===== src/hw/rtl/c32mp_pkg.sv =====
// Shared types, preset table and the byte update function of the CRC-32 engine.
package c32mp_pkg;

  // Preset numbers as written to the mode register.
  typedef enum logic [2:0] {
    ModeIsoHdlc  = 3'd0,
    ModeIscsi    = 3'd1,
    ModeBzip2    = 3'd2,
    ModeJamcrc   = 3'd3,
    ModeMpeg2    = 3'd4,
    ModeCdromEdc = 3'd5
  } crc_mode_e;

  localparam int unsigned CrcWidth  = 32;
  localparam int unsigned ByteWidth = 8;
  localparam int unsigned ModeWidth = 3;

  localparam logic [CrcWidth-1:0] AllOnes     = 32'hFFFF_FFFF;
  localparam logic [CrcWidth-1:0] AllZeros    = 32'h0000_0000;
  localparam logic [CrcWidth-1:0] PolyIeeeRef = 32'hEDB8_8320;
  localparam logic [CrcWidth-1:0] PolyIeee    = 32'h04C1_1DB7;
  localparam logic [CrcWidth-1:0] PolyCastRef = 32'h82F6_3B78;
  localparam logic [CrcWidth-1:0] PolyEdcRef  = 32'hD801_8001;

  // One preset: the polynomial (in reflected form when refl is set), bit order,
  // initial value and final XOR.
  typedef struct packed {
    logic [CrcWidth-1:0] poly;
    logic                refl;
    logic [CrcWidth-1:0] init;
    logic [CrcWidth-1:0] xorout;
  } preset_t;

  // Decode the mode register. The two unused codes fall back to CD-ROM-EDC.
  function automatic preset_t preset_of(logic [ModeWidth-1:0] mode);
    preset_t p;
    unique case (crc_mode_e'(mode))
      ModeIsoHdlc: p = '{poly: PolyIeeeRef, refl: 1'b1, init: AllOnes,  xorout: AllOnes};
      ModeIscsi:   p = '{poly: PolyCastRef, refl: 1'b1, init: AllOnes,  xorout: AllOnes};
      ModeBzip2:   p = '{poly: PolyIeee,    refl: 1'b0, init: AllOnes,  xorout: AllOnes};
      ModeJamcrc:  p = '{poly: PolyIeeeRef, refl: 1'b1, init: AllOnes,  xorout: AllZeros};
      ModeMpeg2:   p = '{poly: PolyIeee,    refl: 1'b0, init: AllOnes,  xorout: AllZeros};
      default:     p = '{poly: PolyEdcRef,  refl: 1'b1, init: AllZeros, xorout: AllZeros};
    endcase
    return p;
  endfunction

  // Absorb one byte into the running register, one bit per step.
  function automatic logic [CrcWidth-1:0] absorb_byte(preset_t p, logic [CrcWidth-1:0] crc,
                                                      logic [ByteWidth-1:0] data);
    logic [CrcWidth-1:0] c;
    c = crc;
    if (p.refl) begin
      c = c ^ {{(CrcWidth-ByteWidth){1'b0}}, data};
      for (int k = 0; k < ByteWidth; k++) begin
        c = (c >> 1) ^ (c[0] ? p.poly : AllZeros);
      end
    end else begin
      c = c ^ {data, {(CrcWidth-ByteWidth){1'b0}}};
      for (int k = 0; k < ByteWidth; k++) begin
        c = (c << 1) ^ (c[CrcWidth-1] ? p.poly : AllZeros);
      end
    end
    return c;
  endfunction

endpackage


===== src/hw/rtl/c32mp_byte_update.sv =====
// Byte-wide CRC update: the XOR network for the selected preset, plus the
// final XOR that turns the updated register into the finished CRC.
module c32mp_byte_update (
  input  c32mp_pkg::preset_t                   preset_i,
  input  logic [c32mp_pkg::CrcWidth-1:0]       crc_i,
  input  logic [c32mp_pkg::ByteWidth-1:0]      data_byte_i,
  input  logic                                 has_byte_i,
  output logic [c32mp_pkg::CrcWidth-1:0]       crc_next_o,
  output logic [c32mp_pkg::CrcWidth-1:0]       crc_final_o
);

  // An item without a byte leaves the register as it is.
  always_comb begin
    if (has_byte_i) begin
      crc_next_o = c32mp_pkg::absorb_byte(preset_i, crc_i, data_byte_i);
    end else begin
      crc_next_o = crc_i;
    end
  end

  // The finished CRC after the preset's output inversion.
  assign crc_final_o = crc_next_o ^ preset_i.xorout;

endmodule


===== src/hw/rtl/c32mp_out_reg.sv =====
// Result register: holds one finished CRC until the downstream side takes it.
module c32mp_out_reg (
  input  logic                             clk_i,
  input  logic                             rst_ni,
  input  logic                             load_i,
  input  logic [c32mp_pkg::CrcWidth-1:0]   data_i,
  output logic                             valid_o,
  input  logic                             ready_i,
  output logic [c32mp_pkg::CrcWidth-1:0]   data_o
);

  logic                           valid_d, valid_q;
  logic [c32mp_pkg::CrcWidth-1:0] data_q;

  // A load refills the slot; otherwise a taken beat empties it.
  always_comb begin
    if (load_i) begin
      valid_d = 1'b1;
    end else if (ready_i) begin
      valid_d = 1'b0;
    end else begin
      valid_d = valid_q;
    end
  end

  always_ff @(posedge clk_i or negedge rst_ni) begin
    if (!rst_ni) begin
      valid_q <= 1'b0;
    end else begin
      valid_q <= valid_d;
    end
  end

  // Payload needs no reset.
  always_ff @(posedge clk_i) begin
    if (load_i) begin
      data_q <= data_i;
    end
  end

  assign valid_o = valid_q;
  assign data_o  = data_q;

endmodule


===== src/hw/rtl/crc32_multi_preset_engine_unit.sv =====
// Byte-stream CRC-32 engine with six presets (ISO-HDLC, ISCSI, BZIP2, JAMCRC,
// MPEG-2, CD-ROM-EDC) picked by the mode register; codes 6 and 7 act as
// CD-ROM-EDC. It takes one input beat per clock cycle while no closing beat
// waits on a full result slot, with the byte update of the selected preset done
// by a combinational XOR network between the input register and the running CRC
// register. The beat that closes a message presents its CRC on the result port
// through the input register and then the result register, which lets new input
// beats in while the result waits. Writing the mode reloads the running CRC with
// the new preset's initial value; write it only while idle.
module crc32_multi_preset_engine_unit (
  input  logic                              clk_i,
  input  logic                              rst_ni,
  // Configuration write channel.
  input  logic                              cfg_valid_i,
  output logic                              cfg_ready_o,
  input  logic [c32mp_pkg::ModeWidth-1:0]   cfg_crc_mode_i,
  // Input channel.
  input  logic                              in_valid_i,
  output logic                              in_ready_o,
  input  logic [c32mp_pkg::ByteWidth-1:0]   data_byte_i,
  input  logic                              has_byte_i,
  input  logic                              last_item_i,
  // Result channel.
  output logic                              out_valid_o,
  input  logic                              out_ready_i,
  output logic [c32mp_pkg::CrcWidth-1:0]    crc_value_o
);

  logic [c32mp_pkg::ModeWidth-1:0] mode_q;
  logic [c32mp_pkg::CrcWidth-1:0]  crc_d, crc_q;
  logic                            in_valid_q;
  logic [c32mp_pkg::ByteWidth-1:0] data_byte_q;
  logic                            has_byte_q;
  logic                            last_item_q;
  c32mp_pkg::preset_t              preset;
  c32mp_pkg::preset_t              cfg_preset;
  logic [c32mp_pkg::CrcWidth-1:0]  crc_next;
  logic [c32mp_pkg::CrcWidth-1:0]  crc_final;
  logic                            cfg_fire;
  logic                            stage_fire;

  assign preset     = c32mp_pkg::preset_of(mode_q);
  assign cfg_preset = c32mp_pkg::preset_of(cfg_crc_mode_i);

  // The held beat proceeds unless it closes a message and the result slot stays full.
  assign stage_fire  = in_valid_q && (!last_item_q || !out_valid_o || out_ready_i);
  assign in_ready_o  = !in_valid_q || stage_fire;
  assign cfg_ready_o = !in_valid_q;
  assign cfg_fire    = cfg_valid_i && cfg_ready_o;

  // Input register.
  always_ff @(posedge clk_i or negedge rst_ni) begin
    if (!rst_ni) begin
      in_valid_q <= 1'b0;
    end else if (in_ready_o) begin
      in_valid_q <= in_valid_i;
    end
  end

  always_ff @(posedge clk_i) begin
    if (in_valid_i && in_ready_o) begin
      data_byte_q <= data_byte_i;
      has_byte_q  <= has_byte_i;
      last_item_q <= last_item_i;
    end
  end

  // Mode register.
  always_ff @(posedge clk_i or negedge rst_ni) begin
    if (!rst_ni) begin
      mode_q <= c32mp_pkg::ModeWidth'(c32mp_pkg::ModeIsoHdlc);
    end else if (cfg_fire) begin
      mode_q <= cfg_crc_mode_i;
    end
  end

  c32mp_byte_update u_update (
    .preset_i    (preset),
    .crc_i       (crc_q),
    .data_byte_i (data_byte_q),
    .has_byte_i  (has_byte_q),
    .crc_next_o  (crc_next),
    .crc_final_o (crc_final)
  );

  // Running CRC: reloaded on a mode write and at the end of each message.
  always_comb begin
    crc_d = crc_q;
    if (cfg_fire) begin
      crc_d = cfg_preset.init;
    end else if (stage_fire) begin
      crc_d = last_item_q ? preset.init : crc_next;
    end
  end

  always_ff @(posedge clk_i or negedge rst_ni) begin
    if (!rst_ni) begin
      crc_q <= c32mp_pkg::AllOnes;
    end else begin
      crc_q <= crc_d;
    end
  end

  c32mp_out_reg u_out_reg (
    .clk_i   (clk_i),
    .rst_ni  (rst_ni),
    .load_i  (stage_fire && last_item_q),
    .data_i  (crc_final),
    .valid_o (out_valid_o),
    .ready_i (out_ready_i),
    .data_o  (crc_value_o)
  );

  // A mode write leaves the running CRC at the new preset's initial value.
  assert property (@(posedge clk_i) disable iff (!rst_ni)
    cfg_fire |=> crc_q == preset.init)
    else $error("CRC register not reloaded after mode write");

  // A closing beat fills the result slot on the next cycle.
  assert property (@(posedge clk_i) disable iff (!rst_ni)
    stage_fire && last_item_q |=> out_valid_o)
    else $error("closing beat produced no result");

  // A closing beat reloads the running CRC.
  assert property (@(posedge clk_i) disable iff (!rst_ni)
    stage_fire && last_item_q |=> crc_q == preset.init)
    else $error("CRC register not reloaded at end of message");

  // The input side only stalls while a held closing beat waits on a full result slot.
  assert property (@(posedge clk_i) disable iff (!rst_ni)
    !in_ready_o |-> in_valid_q && last_item_q && out_valid_o)
    else $error("input stalled without a blocked closing beat");

endmodule


===== config.mk =====
export PLATFORM = sky130hd
export DESIGN_NAME = crc32_multi_preset_engine_unit
export DESIGN_NICKNAME = d
export VERILOG_FILES = /design/src/hw/rtl/c32mp_pkg.sv /design/src/hw/rtl/c32mp_byte_update.sv /design/src/hw/rtl/c32mp_out_reg.sv /design/src/hw/rtl/crc32_multi_preset_engine_unit.sv
export SDC_FILE = /design/constraint.sdc
export NUM_CORES = 1
export LEC_CHECK = 0
export BUFFER_PORTS_ARGS = -buffer_cell sky130_fd_sc_hd__buf_2
export CORE_MARGIN = 4
export CORE_UTILIZATION = 40
export CTS_CLUSTER_DIAMETER = 30
export DETAILED_ROUTE_END_ITERATION = 10
export GPL_TIMING_DRIVEN = 0
export PLACE_DENSITY = 0.54
export SETUP_SLACK_MARGIN = 0.5
export SKIP_LAST_GASP = 1
export SYNTH_ARGS = -nofsm -noshare
export SYNTH_HDL_FRONTEND = slang
export SYNTH_SLANG_ARGS = --single-unit
export TNS_END_PERCENT = 10

===== constraint.sdc =====
create_clock -name clk_i -period 6.7 [get_ports clk_i]
set_input_delay 0.67 -clock clk_i [delete_from_list [all_inputs] [get_ports clk_i]]
set_output_delay 0.67 -clock clk_i [all_outputs]
set_load 0.005 [all_outputs]

==> qor.yml, run 1 <==
global_route:
  grt_usage_pct: 33.8
  first_global_vias: 9298
  antenna_found_initial: 0
  grt_first_pass_wirelength_um: 65300
  grt_remaining_overflow: 0
  grt_max_degree: 38
clocking:
  cts-root-to-sink-buffers: 2
  path_clk_slew_ns: 0.09
  clock_sinks: 79
  insertion_delay_ns: 0.37
  cts_tree: "built"
  post-cts-setup-buffers: 0
  cts_inserted_buffers: 9
  root_buffer: "sky130_fd_sc_hd__clkbuf_16"
  post_cts_hold_buffer_count: 0
  h-tree-depth: 3
floorplan:
  row_count: 56
  boundaryPins: 53
  die_w_um: 163
  core_region_area_um2: 23600
  initial_core_util_pct: 40.9
  die_height_um: 163
  design.die.area_um2: 26700
critical_path:
  startpoint_type: "flop"
  crit_fanout: 9
  setup.worst_path.class: "flop to flop"
  worst_ep_arrival_time_ns: 6.31
  critical_path_required_ns: 6.79
  worstSetupEndpointType: "flop"
synthesis:
  synth_sequential_area_ratio_pct: 23.1
  number_of_enable_type_register_cells_in_the_synthesized_netlist: 42
  yosysWarningCount: 0
  synth.lib_cells_used.distinct: 77
  syn_nets: 1222
  synthesis.area_um2: 9650
  ys_dominant_reg_cell: "sky130_fd_sc_hd__edfxtp_1"
  synth-async-reset-ratio_pct: 46.8
  syn-instance-count: 1204
  synth.ff_latch_count: 79
  synthesis.area_per_instance_um2: 8.01
place:
  finalWeightedCongestion: 1.04
  detailed_placement_wirelength_estimate_um: 35300
  detailedPlace.worstSlack_ns: 0.431
  detailed_place.area_um2: 10300
  portBuffers: 52
detailed_routing:
  totalWireLength_um: 45500
  avgViaCountPerCell: 6.23
  drt_iter0_drc: 1440
  avgRoutedWirePerCell_um: 28.6
  final_antenna_net_count: 0
  detail_route.drc_violations: 0
  detailroute.via_count: 9927
  firstDrtPassIters: 8
timing:
  transition_time_at_the_pin_with_the_least_slew_margin_ns: 1.47
  post-route-min-period_ns: 6.23
  grt_setup_unrepaired: "true"
  timing_max_transition_violations_final: 0
  post-route-period-util_pct: 92.9
  fin_setup_tns_ns: 0
  final-setup-viol-count: 0
  fin_skew_ns: 0.0249
  max_freq_mhz: 161
  post-route-worst-setup-slack_ns: 0.473
  max-slew-margin-rel_pct: 1.04
  timing.final.hold_violations: 0
run_status:
  failed_checks: "max-capacitance violations"
  run_status: "complete, but fails checks"
layout:
  final_core_util_pct: 45.3
  synthToLayoutAreaGrowth_pct: 10.8
  fin_nets: 1287
  final_layout_size_suffix_gt1_share_pct: 11.9
  post-route-cell-area_um2: 10700
worst_hold_path:
  hold_class: "primary input to asynchronous set/reset pin"
job:
  drv.max_cap_violation_count: 1
[path summary, 6_finish.rpt]
kind	from	endpoint	slack [ns]	depth (start not counted)
min	rst_ni	mode_q[1]$_DFFE_PN0P_	0.44	1
max reg2reg	crc_q[3]$_DFFE_PN1P_	u_out_reg.data_o[29]$_DFFE_PP_	0.47	14
min in group clk_i	data_byte_i[6]	data_byte_q[6]$_DFFE_PP_	0.47	1
min reg2reg	crc_q[27]$_DFFE_PN1P_	crc_q[27]$_DFFE_PN1P_	0.58	2
max	crc_q[3]$_DFFE_PN1P_	u_out_reg.data_o[29]$_DFFE_PP_	0.47	14
max in group asynchronous	rst_ni	u_out_reg.valid_o$_DFFE_PN0P_	5.62	1
[kinds of logic (layout without fill, tap and decap cells)]
group	count (synthesis)	after routing	share of synthesized area, %
xor gates and xnor gates	352	352	34.1
and+or+nand+nor	349	349	15.8
AOI/OAI and AO/OA	311	311	21.4
buffers and inverters	97	167	3.97
DFF	79	79	23.1
muxes	16	16	1.69
other	0	1	0
[metal layers]
| metal | track usage (%) | part of all wire, % | up-vias |
|---|---|---|---|
| met5 | 0 | 0 | - |
| met4 | 13.9 | 4.7 | 0 |
| met3 | 8.13 | 11 | 102 |
| met2 | 49.2 | 42 | 604 |
| met1 | 48.1 | 42 | 4863 |
| li1 | - | - | 4358 |
[cells in the mapped netlist, types with 10 or more instances]
master / number / area share (%)
sky130_fd_sc_hd__xnor2_1: 277 / 25
sky130_fd_sc_hd__nand2_1: 126 / 4.9
sky130_fd_sc_hd__nor2_1: 116 / 4.5
sky130_fd_sc_hd__o21ai_0: 83 / 4.3
sky130_fd_sc_hd__a21oi_1: 69 / 3.6
sky130_fd_sc_hd__clkbuf_1: 63 / 2.5
sky130_fd_sc_hd__xor2_1: 57 / 5.2
sky130_fd_sc_hd__edfxtp_1: 42 / 13
sky130_fd_sc_hd__dfstp_2: 32 / 8.7
sky130_fd_sc_hd__nand3_1: 29 / 1.5
sky130_fd_sc_hd__nor3_1: 27 / 1.4
sky130_fd_sc_hd__o211ai_1: 21 / 1.6
sky130_fd_sc_hd__a31oi_1: 18 / 1.2
sky130_fd_sc_hd__o22ai_1: 17 / 1.1
sky130_fd_sc_hd__a211oi_1: 15 / 1.2
sky130_fd_sc_hd__mux2i_1: 14 / 1.5
sky130_fd_sc_hd__inv_1: 11 / 0.43
sky130_fd_sc_hd__buf_1: 10 / 0.39
[repair_timing]
| action | CTS | global route |
|---|---|---|
| cloned | 0 | 0 |
| endpoints found under the setup margin | 4 | 15 |
| gates resized for setup | 1 | 6 |
| pin swaps | 0 | 0 |
| endpoints found under the hold margin | 0 | 0 |
[cell type report]
class                      instances  area [um^2]
fill                            2456        12900
sequential                        79         2230
timing repair buffer              54          283
clock inverter                     7         96.3
clock buffer                       9          225
antenna                            1         2.50
buffer                            84          335
tap                              319          399
inverter                          13         48.8
multi-input combinational       1028         7070
[critical path, stage by stage (launching register included)]
cell and delay [ns]:
sky130_fd_sc_hd__dfstp_2 0.52, sky130_fd_sc_hd__clkbuf_1 0.42, sky130_fd_sc_hd__xor2_1 0.89, sky130_fd_sc_hd__xnor3_1 0.57, sky130_fd_sc_hd__o211ai_1 0.16, sky130_fd_sc_hd__nor3b_1 0.67, sky130_fd_sc_hd__o21ai_0 0.30, sky130_fd_sc_hd__a32oi_2 0.53
sky130_fd_sc_hd__a21oi_4 0.16, sky130_fd_sc_hd__a221oi_1 0.52, sky130_fd_sc_hd__or2_1 0.25, sky130_fd_sc_hd__mux2i_1 0.10, sky130_fd_sc_hd__nor3_1 0.55, sky130_fd_sc_hd__a21oi_1 0.12, sky130_fd_sc_hd__xnor2_1 0.16
[per-stage QoR]
stage | hold WS (ns) | cells
4_1_cts | 0.473 | 1593
2_1_floorplan | 0.374 | 1204
3_5_place_dp | 0.563 | 1577
5_1_grt | 0.479 | 1593
3_3_place_gp | 0.544 | 1575
6_report | 0.443 | 1594
[registers in the layout (all words and copies together), names as in the netlist]
register	count
has_byte_q	1
in_valid_q	1
crc_q	32
data_byte_q	8
u_out_reg.valid_o	1
last_item_q	1
u_out_reg.data_o	32
mode_q	3
[cell usage in the layout, fill, tap and decap left out, types with 5 or more instances in the layout]
cell and instances:
sky130_fd_sc_hd__a211oi_1 15, sky130_fd_sc_hd__a21oi_1 69, sky130_fd_sc_hd__a221oi_1 6, sky130_fd_sc_hd__a22oi_1 5, sky130_fd_sc_hd__a31oi_1 18, sky130_fd_sc_hd__and2_1 6, sky130_fd_sc_hd__buf_1 10, sky130_fd_sc_hd__buf_2 61
sky130_fd_sc_hd__clkbuf_1 62, sky130_fd_sc_hd__clkbuf_16 9, sky130_fd_sc_hd__dfrtp_1 5, sky130_fd_sc_hd__dfstp_2 32, sky130_fd_sc_hd__edfxtp_1 42, sky130_fd_sc_hd__inv_1 11, sky130_fd_sc_hd__mux2i_1 14, sky130_fd_sc_hd__nand2_1 126
sky130_fd_sc_hd__nand3_1 29, sky130_fd_sc_hd__nor2_1 116, sky130_fd_sc_hd__nor2b_1 5, sky130_fd_sc_hd__nor3_1 26, sky130_fd_sc_hd__nor4_1 5, sky130_fd_sc_hd__o2111ai_1 5, sky130_fd_sc_hd__o211a_1 7, sky130_fd_sc_hd__o211ai_1 21
sky130_fd_sc_hd__o21a_1 5, sky130_fd_sc_hd__o21ai_0 83, sky130_fd_sc_hd__o221a_2 8, sky130_fd_sc_hd__o221ai_1 7, sky130_fd_sc_hd__o22ai_1 17, sky130_fd_sc_hd__o31ai_1 6, sky130_fd_sc_hd__or3_1 7, sky130_fd_sc_hd__xnor2_1 273
sky130_fd_sc_hd__xnor2_2 10, sky130_fd_sc_hd__xnor3_1 8, sky130_fd_sc_hd__xor2_1 57
Power of run 1 is left out: the tool's default activity adds up to more than one toggle a clock period on the data nets, which glitch-free logic cannot reach.
==> inputs of run 2 (changes only) <==
CORE_MARGIN = 2   (was 4)
CTS_BUF_LIST = sky130_fd_sc_hd__clkbuf_16   (was not set)
==> run 2 against run 1 <==
Against the previous run: clock skew fell by 0.010 ns; non-clock buffer count did not move; setup slack improved by 0.026 ns; the run now ends clean; first-iteration DRC count rose by 9.4%; critical path type unchanged; largest cell class unchanged; utilization rose by 0.16 points; sequential cell count did not move; fmax rose by 0.43%; hold slack improved by 0.0059 ns; global-route usage rose by 1.4 points; sequential share of layout area barely moved; cell count barely moved.
==> qor.yml, run 2 (synthesis results as in run 1) <==
detailed_routing:
  drt_iter0_drc: 1575  # was 1440
  dr_wl_met2_um: 18800  # was 19000 um
  detailroute.via_count: 10010  # was 9927
  totalWireLength_um: 45200  # was 45500 um
  routed-wl-met3_um: 5350  # was 5090 um
  firstDrtPassIters: 5  # was 8
  detail_route.drc_violations: 0  # unchanged
  met1Wirelength_um: 19000  # was 19300 um
  avgRoutedWirePerCell_um: 28.4  # was 28.6 um
  final_antenna_net_count: 0  # unchanged
  top_layer_used: "met4"  # unchanged
  avgViaCountPerCell: 6.28  # was 6.23
floorplan:
  die_w_um: 159  # was 163 um
  row_count: 56  # unchanged
  initial_core_util_pct: 41.0  # was 40.9%
  core_region_area_um2: 23500  # was 23600 um^2
  design.die.area_um2: 25400  # was 26700 um^2
  boundaryPins: 53  # unchanged
  die_height_um: 159  # was 163 um
job:
  drv.max_cap_violation_count: 0  # was 1
timing:
  fin_skew_ns: 0.0150  # was 0.0249 ns
  fin_setup_tns_ns: 0  # unchanged
  post-route-min-period_ns: 6.20  # was 6.23 ns
  timing.final.hold_violations: 0  # unchanged
  timing_max_transition_violations_final: 0  # unchanged
  grt_setup_unrepaired: "true"  # unchanged
  transition_time_at_the_pin_with_the_least_slew_margin_ns: 1.29  # was 1.47 ns
  max_freq_mhz: 161  # about the same
  final-setup-viol-count: 0  # unchanged
  max-slew-margin-rel_pct: 13.2  # was 1.04%
  post-route-period-util_pct: 92.6  # was 92.9%
critical_path:
  startpoint_type: "flop"  # unchanged
  timing.critical_path.mode_cell: "sky130_fd_sc_hd__xnor2_1"
  crit_buf_inv: 1  # unchanged
  cp_cell_sequence: "clkbuf_1, xnor2_1, xnor2_1, xnor3_1, o211ai_1, nor3b_2, o21ai_0, a32oi_2, a21oi_4, a221oi_1, or2_1, mux2i_1, nor3_1, a21oi_1, xnor2_1"  # was clkbuf_1, xor2_1, xnor3_1, o211ai_1, nor3b_1, o21ai_0, a32oi_2, a21oi_4, a221oi_1, or2_1, mux2i_1, nor3_1, a21oi_1, xnor2_1
  critical-path-max-stage-delay_ns: 0.73  # was 0.89 ns
  critical_path_required_ns: 6.78  # was 6.79 ns
  setup.worst_path.class: "flop to flop"  # unchanged
  worstSetupEndpointType: "flop"  # unchanged
  timing.critical_path.max_delay_family: "compound AO/OA/AOI/OAI gates"  # unchanged
  slowest_stage: "sky130_fd_sc_hd__xnor2_1"  # was sky130_fd_sc_hd__xor2_1
  crit_fanout: 9  # unchanged
  worst_ep_arrival_time_ns: 6.28  # was 6.31 ns
layout:
  post-route-cell-area_um2: 10700  # about the same
  fin_nets: 1287  # unchanged
  final_layout_size_suffix_gt1_share_pct: 11.8  # was 11.9%
  most-common-layout-cells: "sky130_fd_sc_hd__xnor2_1 (275), sky130_fd_sc_hd__nand2_1 (126), sky130_fd_sc_hd__nor2_1 (116), sky130_fd_sc_hd__o21ai_0 (83), sky130_fd_sc_hd__a21oi_1 (69)"  # was sky130_fd_sc_hd__xnor2_1 (273), sky130_fd_sc_hd__nand2_1 (126), sky130_fd_sc_hd__nor2_1 (116), sky130_fd_sc_hd__o21ai_0 (83), sky130_fd_sc_hd__a21oi_1 (69)
  final_core_util_pct: 45.4  # was 45.3%
  n_antenna_cell: 0  # was 1
  synthToLayoutAreaGrowth_pct: 10.9  # was 10.8%
  layout.area.seq_um2: 2230  # unchanged
  mostFrequentLayoutCell: "sky130_fd_sc_hd__xnor2_1"  # unchanged
  multiInputGateArea_um2: 7060  # was 7070 um^2
  n_fill_cell: 2449  # was 2456
global_route:
  grt_max_degree: 38  # unchanged
  grt_first_pass_wirelength_um: 65500  # was 65300 um
  grt_usage_pct: 35.2  # was 33.8%
  grt_remaining_overflow: 0  # unchanged
  first_global_vias: 9333  # was 9298
  antenna_found_initial: 1  # was 0
place:
  finalWeightedCongestion: 1.05  # was 1.04
  detailed_place.area_um2: 10300  # about the same
  portBuffers: 52  # unchanged
  detailed_placement_wirelength_estimate_um: 35000  # was 35300 um
run_status:
  run_status: "complete, no violations"  # was complete, but fails checks
clocking:
  cts_inserted_buffers: 9  # unchanged
  h-tree-depth: 3  # unchanged
  insertion_delay_ns: 0.36  # was 0.37 ns
  path_clk_slew_ns: 0.08  # was 0.09 ns
  clock_sinks: 79  # unchanged
  cts_tree: "built"  # unchanged
  root_buffer: "sky130_fd_sc_hd__clkbuf_16"  # unchanged
  cts-root-to-sink-buffers: 2  # unchanged
worst_hold_path:
  hold_class: "primary input to asynchronous set/reset pin"  # unchanged
-- run 2: changes by cell type in the layout (fill, tap and decap cells not counted) --
cell | before | now
sky130_fd_sc_hd__buf_4 | 2 | 3
sky130_fd_sc_hd__buf_6 | 2 | 1
sky130_fd_sc_hd__bufinv_16 | 2 | 3
sky130_fd_sc_hd__clkinv_1 | 2 | 3
sky130_fd_sc_hd__clkinv_2 | 2 | 0
sky130_fd_sc_hd__clkinv_4 | 2 | 0
sky130_fd_sc_hd__clkinvlp_4 | 0 | 1
sky130_fd_sc_hd__diode_2 | 1 | 0
sky130_fd_sc_hd__inv_6 | 1 | 2
sky130_fd_sc_hd__nor3b_1 | 2 | 1
sky130_fd_sc_hd__nor3b_2 | 0 | 1
sky130_fd_sc_hd__xnor2_1 | 273 | 275
sky130_fd_sc_hd__xnor2_2 | 10 | 8
-- run 2: final cells by class --
type	instances	share of cell area, %
Inverter	13	0.456
Clock buffer	9	2.11
Timing Repair Buffer	54	2.61
Sequential cell	79	20.8
Buffer	84	3.13
Multi-Input combinational cell	1028	66.0
Clock inverter	7	1.11
Tap cell	319	3.73
-- run 2: timing repair --
item,in CTS,in global routing
setup buffers,0,0
gates resized for setup,1,4
hold buffers,0,0
endpoints found under the setup margin,1,8
-- run 2: metrics by stage --
| step | setup slack, ns | cells | hold slack [ns] |
|---|---|---|---|
| after floorplan | 2.43 | 1204 | 0.374 |
| after global placement | 0.384 | 1575 | 0.546 |
| after detailed placement | 0.393 | 1577 | 0.557 |
| after CTS | 0.563 | 1593 | 0.473 |
| after global routing | 0.388 | 1593 | 0.472 |
| final | 0.499 | 1593 | 0.449 |
-- run 2: worst register-to-register path: stages (launching register included) --
cell and delay [ns]:
sky130_fd_sc_hd__dfstp_2 0.51, sky130_fd_sc_hd__clkbuf_1 0.45, sky130_fd_sc_hd__xnor2_1 0.36, sky130_fd_sc_hd__xnor2_1 0.73, sky130_fd_sc_hd__xnor3_1 0.48, sky130_fd_sc_hd__o211ai_1 0.17, sky130_fd_sc_hd__nor3b_2 0.50, sky130_fd_sc_hd__o21ai_0 0.25
sky130_fd_sc_hd__a32oi_2 0.50, sky130_fd_sc_hd__a21oi_4 0.15, sky130_fd_sc_hd__a221oi_1 0.65, sky130_fd_sc_hd__or2_1 0.25, sky130_fd_sc_hd__mux2i_1 0.09, sky130_fd_sc_hd__nor3_1 0.56, sky130_fd_sc_hd__a21oi_1 0.12, sky130_fd_sc_hd__xnor2_1 0.16
-- run 2: per-layer routing --
layer | global-route usage, % | vias to the layer above
met5 | 0 | -
met4 | 14.2 | 0
met3 | 7.16 | 131
met2 | 52.1 | 691
met1 | 50.1 | 4847
li1 | - | 4341
-- run 2: worst paths after layout --
| check | startpoint | end | slack (ns) | cells past startpoint |
|---|---|---|---|---|
| min in group clk_i | data_byte_i[6] | data_byte_q[6]$_DFFE_PP_ | 0.48 | 1 |
| min reg2reg | crc_q[27]$_DFFE_PN1P_ | crc_q[27]$_DFFE_PN1P_ | 0.57 | 2 |
| max reg2reg | crc_q[1]$_DFFE_PN1P_ | u_out_reg.data_o[29]$_DFFE_PP_ | 0.50 | 15 |
| max | crc_q[1]$_DFFE_PN1P_ | u_out_reg.data_o[29]$_DFFE_PP_ | 0.50 | 15 |
| min | rst_ni | mode_q[1]$_DFFE_PN0P_ | 0.45 | 1 |
| max in group asynchronous | rst_ni | u_out_reg.valid_o$_DFFE_PN0P_ | 5.62 | 1 |
Power of run 2 is left out for the same reason.
==> inputs of run 3 (changes only) <==
CORE_ASPECT_RATIO = 0.8   (was not set)
==> run 3 against run 2 <==
Against the previous run: largest cell class unchanged; hold slack worse by 0.010 ns; wire length grew 0.41%; register-to-register slack got worse by 0.14 ns.
==> qor.yml, run 3 (synthesis results as in run 1) <==
detailed_routing:
  avgViaCountPerCell: 6.36  # was 6.28
  firstDrtPassIters: 6  # was 5
  totalWireLength_um: 45400  # was 45200 um
  detail_route.drc_violations: 0  # unchanged
  drt_iter0_drc: 1738  # was 1575
  avgRoutedWirePerCell_um: 28.6  # was 28.4 um
  detailroute.via_count: 10088  # was 10010
  final_antenna_net_count: 0  # unchanged
worst_hold_path:
  hold_class: "primary input to asynchronous set/reset pin"  # unchanged
critical_path:
  startpoint_type: "flop"  # unchanged
  worstSetupEndpointType: "flop"  # unchanged
  crit-reg2reg-capture: "u_out_reg.data_o[29]$_DFFE_PP_"  # unchanged
  critical_path_required_ns: 6.77  # was 6.78 ns
  slowest_stage: "sky130_fd_sc_hd__nor2_1"  # was sky130_fd_sc_hd__xnor2_1
  worst_ep_arrival_time_ns: 6.41  # was 6.28 ns
  worstSetupStartpoint: "mode_q[2]$_DFFE_PN0P_"  # was crc_q[1]$_DFFE_PN1P_
  crit_fanout: 10  # was 9
  critical-path-max-stage-delay_ns: 0.73  # about the same
  crit_path_end: "u_out_reg.data_o[29]$_DFFE_PP_"  # unchanged
  timing.reg2reg.worst_path_depth: 16  # was 15
  cp_cell_sequence: "buf_2, or3b_2, clkbuf_1, nor2_1, o31ai_1, o211ai_1, nor3b_1, o21ai_0, a32oi_2, a21oi_4, a221oi_1, or2_1, mux2i_1, nor3_1, a21oi_1, xnor2_1"  # was clkbuf_1, xnor2_1, xnor2_1, xnor3_1, o211ai_1, nor3b_2, o21ai_0, a32oi_2, a21oi_4, a221oi_1, or2_1, mux2i_1, nor3_1, a21oi_1, xnor2_1
  setup.worst_path.class: "flop to flop"  # unchanged
  critical_path.reg2reg.startpoint: "mode_q[2]$_DFFE_PN0P_"  # was crc_q[1]$_DFFE_PN1P_
  timing.reg2reg.setup_slack_ns: 0.36  # was 0.50 ns
timing:
  transition_time_at_the_pin_with_the_least_slew_margin_ns: 1.37  # was 1.29 ns
  post-route-min-period_ns: 6.34  # was 6.20 ns
  final-setup-viol-count: 0  # unchanged
  max_freq_mhz: 158  # was 161 MHz
  post-route-period-util_pct: 94.6  # was 92.6%
  fin_skew_ns: 0.0208  # was 0.0150 ns
  max-slew-margin-rel_pct: 7.79  # was 13.2%
  fin_setup_tns_ns: 0  # unchanged
  timing_max_transition_violations_final: 0  # unchanged
  timing.final.hold_violations: 0  # unchanged
  hold_slack_ns: 0.438  # was 0.449 ns
  grt_setup_unrepaired: "true"  # unchanged
clocking:
  root_buffer: "sky130_fd_sc_hd__clkbuf_16"  # unchanged
  path_clk_slew_ns: 0.08  # about the same
  clock_sinks: 79  # unchanged
  h-tree-depth: 3  # unchanged
  post-cts-setup-buffers: 0  # unchanged
  insertion_delay_ns: 0.37  # was 0.36 ns
  post_cts_hold_buffer_count: 0  # unchanged
  cts_inserted_buffers: 9  # unchanged
  cts-root-to-sink-buffers: 2  # unchanged
  cts_tree: "built"  # unchanged
place:
  detailed_placement_wirelength_estimate_um: 35500  # was 35000 um
  detailed_place.area_um2: 10300  # about the same
  portBuffers: 52  # unchanged
  finalWeightedCongestion: 1.03  # was 1.05
layout:
  final_core_util_pct: 45.3  # was 45.4%
  post-route-cell-area_um2: 10600  # was 10700 um^2
  synthToLayoutAreaGrowth_pct: 10.3  # was 10.9%
  final_layout_size_suffix_gt1_share_pct: 11.6  # was 11.8%
  most-common-layout-cells: "sky130_fd_sc_hd__xnor2_1 (275), sky130_fd_sc_hd__nand2_1 (126), sky130_fd_sc_hd__nor2_1 (116), sky130_fd_sc_hd__o21ai_0 (83), sky130_fd_sc_hd__a21oi_1 (69)"  # unchanged
  mostFrequentLayoutCell: "sky130_fd_sc_hd__xnor2_1"  # unchanged
  n_fill_cell: 2468  # was 2449
  fin_nets: 1287  # unchanged
global_route:
  grt_remaining_overflow: 0  # unchanged
  grt_max_degree: 38  # unchanged
  grt_first_pass_wirelength_um: 65400  # was 65500 um
  grt_usage_pct: 36.2  # was 35.2%
  antenna_found_initial: 1  # unchanged
  first_global_vias: 9324  # was 9333
floorplan:
  initial_core_util_pct: 41.0  # about the same
  die_height_um: 143  # was 159 um
  die_w_um: 178  # was 159 um
  row_count: 50  # was 56
  design.die.area_um2: 25400  # about the same
  boundaryPins: 53  # unchanged
  core_region_area_um2: 23500  # about the same
job:
  drv.max_cap_violation_count: 0  # unchanged
run_status:
  run_status: "complete, no violations"  # unchanged
==> run 3: cell types whose count changed in the layout (fill, tap and decap cells not counted) <==
cell,change
sky130_fd_sc_hd__buf_4,-1
sky130_fd_sc_hd__buf_6,+1
sky130_fd_sc_hd__bufinv_16,-2
sky130_fd_sc_hd__clkbuf_1,+1
sky130_fd_sc_hd__clkbuf_2,-1
sky130_fd_sc_hd__clkinv_1,-1
sky130_fd_sc_hd__clkinvlp_4,+2
sky130_fd_sc_hd__diode_2,+1
sky130_fd_sc_hd__inv_1,+1
sky130_fd_sc_hd__nor3b_1,+1
sky130_fd_sc_hd__nor3b_2,-1
==> run 3: critical path: cells and delay by family (launching register included) <==
family                    cells  cell delay, ns
and+or+nand+nor               5            2.63
xor gates and xnor gates      1            0.15
buffers and inverters         2            0.59
muxes                         1            0.09
DFF                           1            0.36
AOI/OAI and AO/OA             7            2.22
==> run 3: how the worst min path moves through the flow <==
| stage | from | end | slack (ns) | cells after the start |
|---|---|---|---|---|
| after global placement | crc_q[27]$_DFFE_PN1P_ | crc_q[27]$_DFFE_PN1P_ | 0.55 | 2 |
| after CTS | rst_ni | mode_q[2]$_DFFE_PN0P_ | 0.47 | 1 |
| after detailed placement | crc_q[27]$_DFFE_PN1P_ | crc_q[27]$_DFFE_PN1P_ | 0.55 | 2 |
| final | rst_ni | mode_q[2]$_DFFE_PN0P_ | 0.44 | 1 |
| after global routing | data_byte_i[2] | data_byte_q[2]$_DFFE_PP_ | 0.47 | 1 |
| after floorplan | rst_ni | in_valid_q$_DFFE_PN0N_ | 0.37 | 0 |
==> run 3: through the flow <==
stage | cells | worst slack, ns
CTS | 1586 | 0.488
global placement | 1568 | 0.401
global route | 1586 | 0.320
finish | 1587 | 0.359
detailed placement | 1570 | 0.440
floorplan | 1204 | 2.43
==> run 3: layer usage <==
layer	vias up	wire length, um	global-route usage, %
li1	4342	-	-
met4	0	1720	12.6
met1	4929	20000	53.4
met3	113	5910	10.3
met2	704	17800	49.6
met5	-	0	0
==> run 3: cell type report <==
class / count / area [um^2] / share of cell area [%]
antenna: 1 / 2.50 / 0.0235
clock buffer: 9 / 225 / 2.12
timing repair buffer: 54 / 283 / 2.66
clock inverter: 7 / 73.8 / 0.694
inverter: 13 / 48.8 / 0.458
sequential: 79 / 2230 / 20.9
tap: 312 / 390 / 3.67
multi-input combinational: 1028 / 7060 / 66.3
buffer: 84 / 334 / 3.14
==> run 3: timing repair <==
action	4_1_cts	5_1_grt
cloned	0	0
pin swaps	0	0
endpoints found under the setup margin	3	9
gates resized for setup	1	1
Power of run 3 is left out for the same reason.
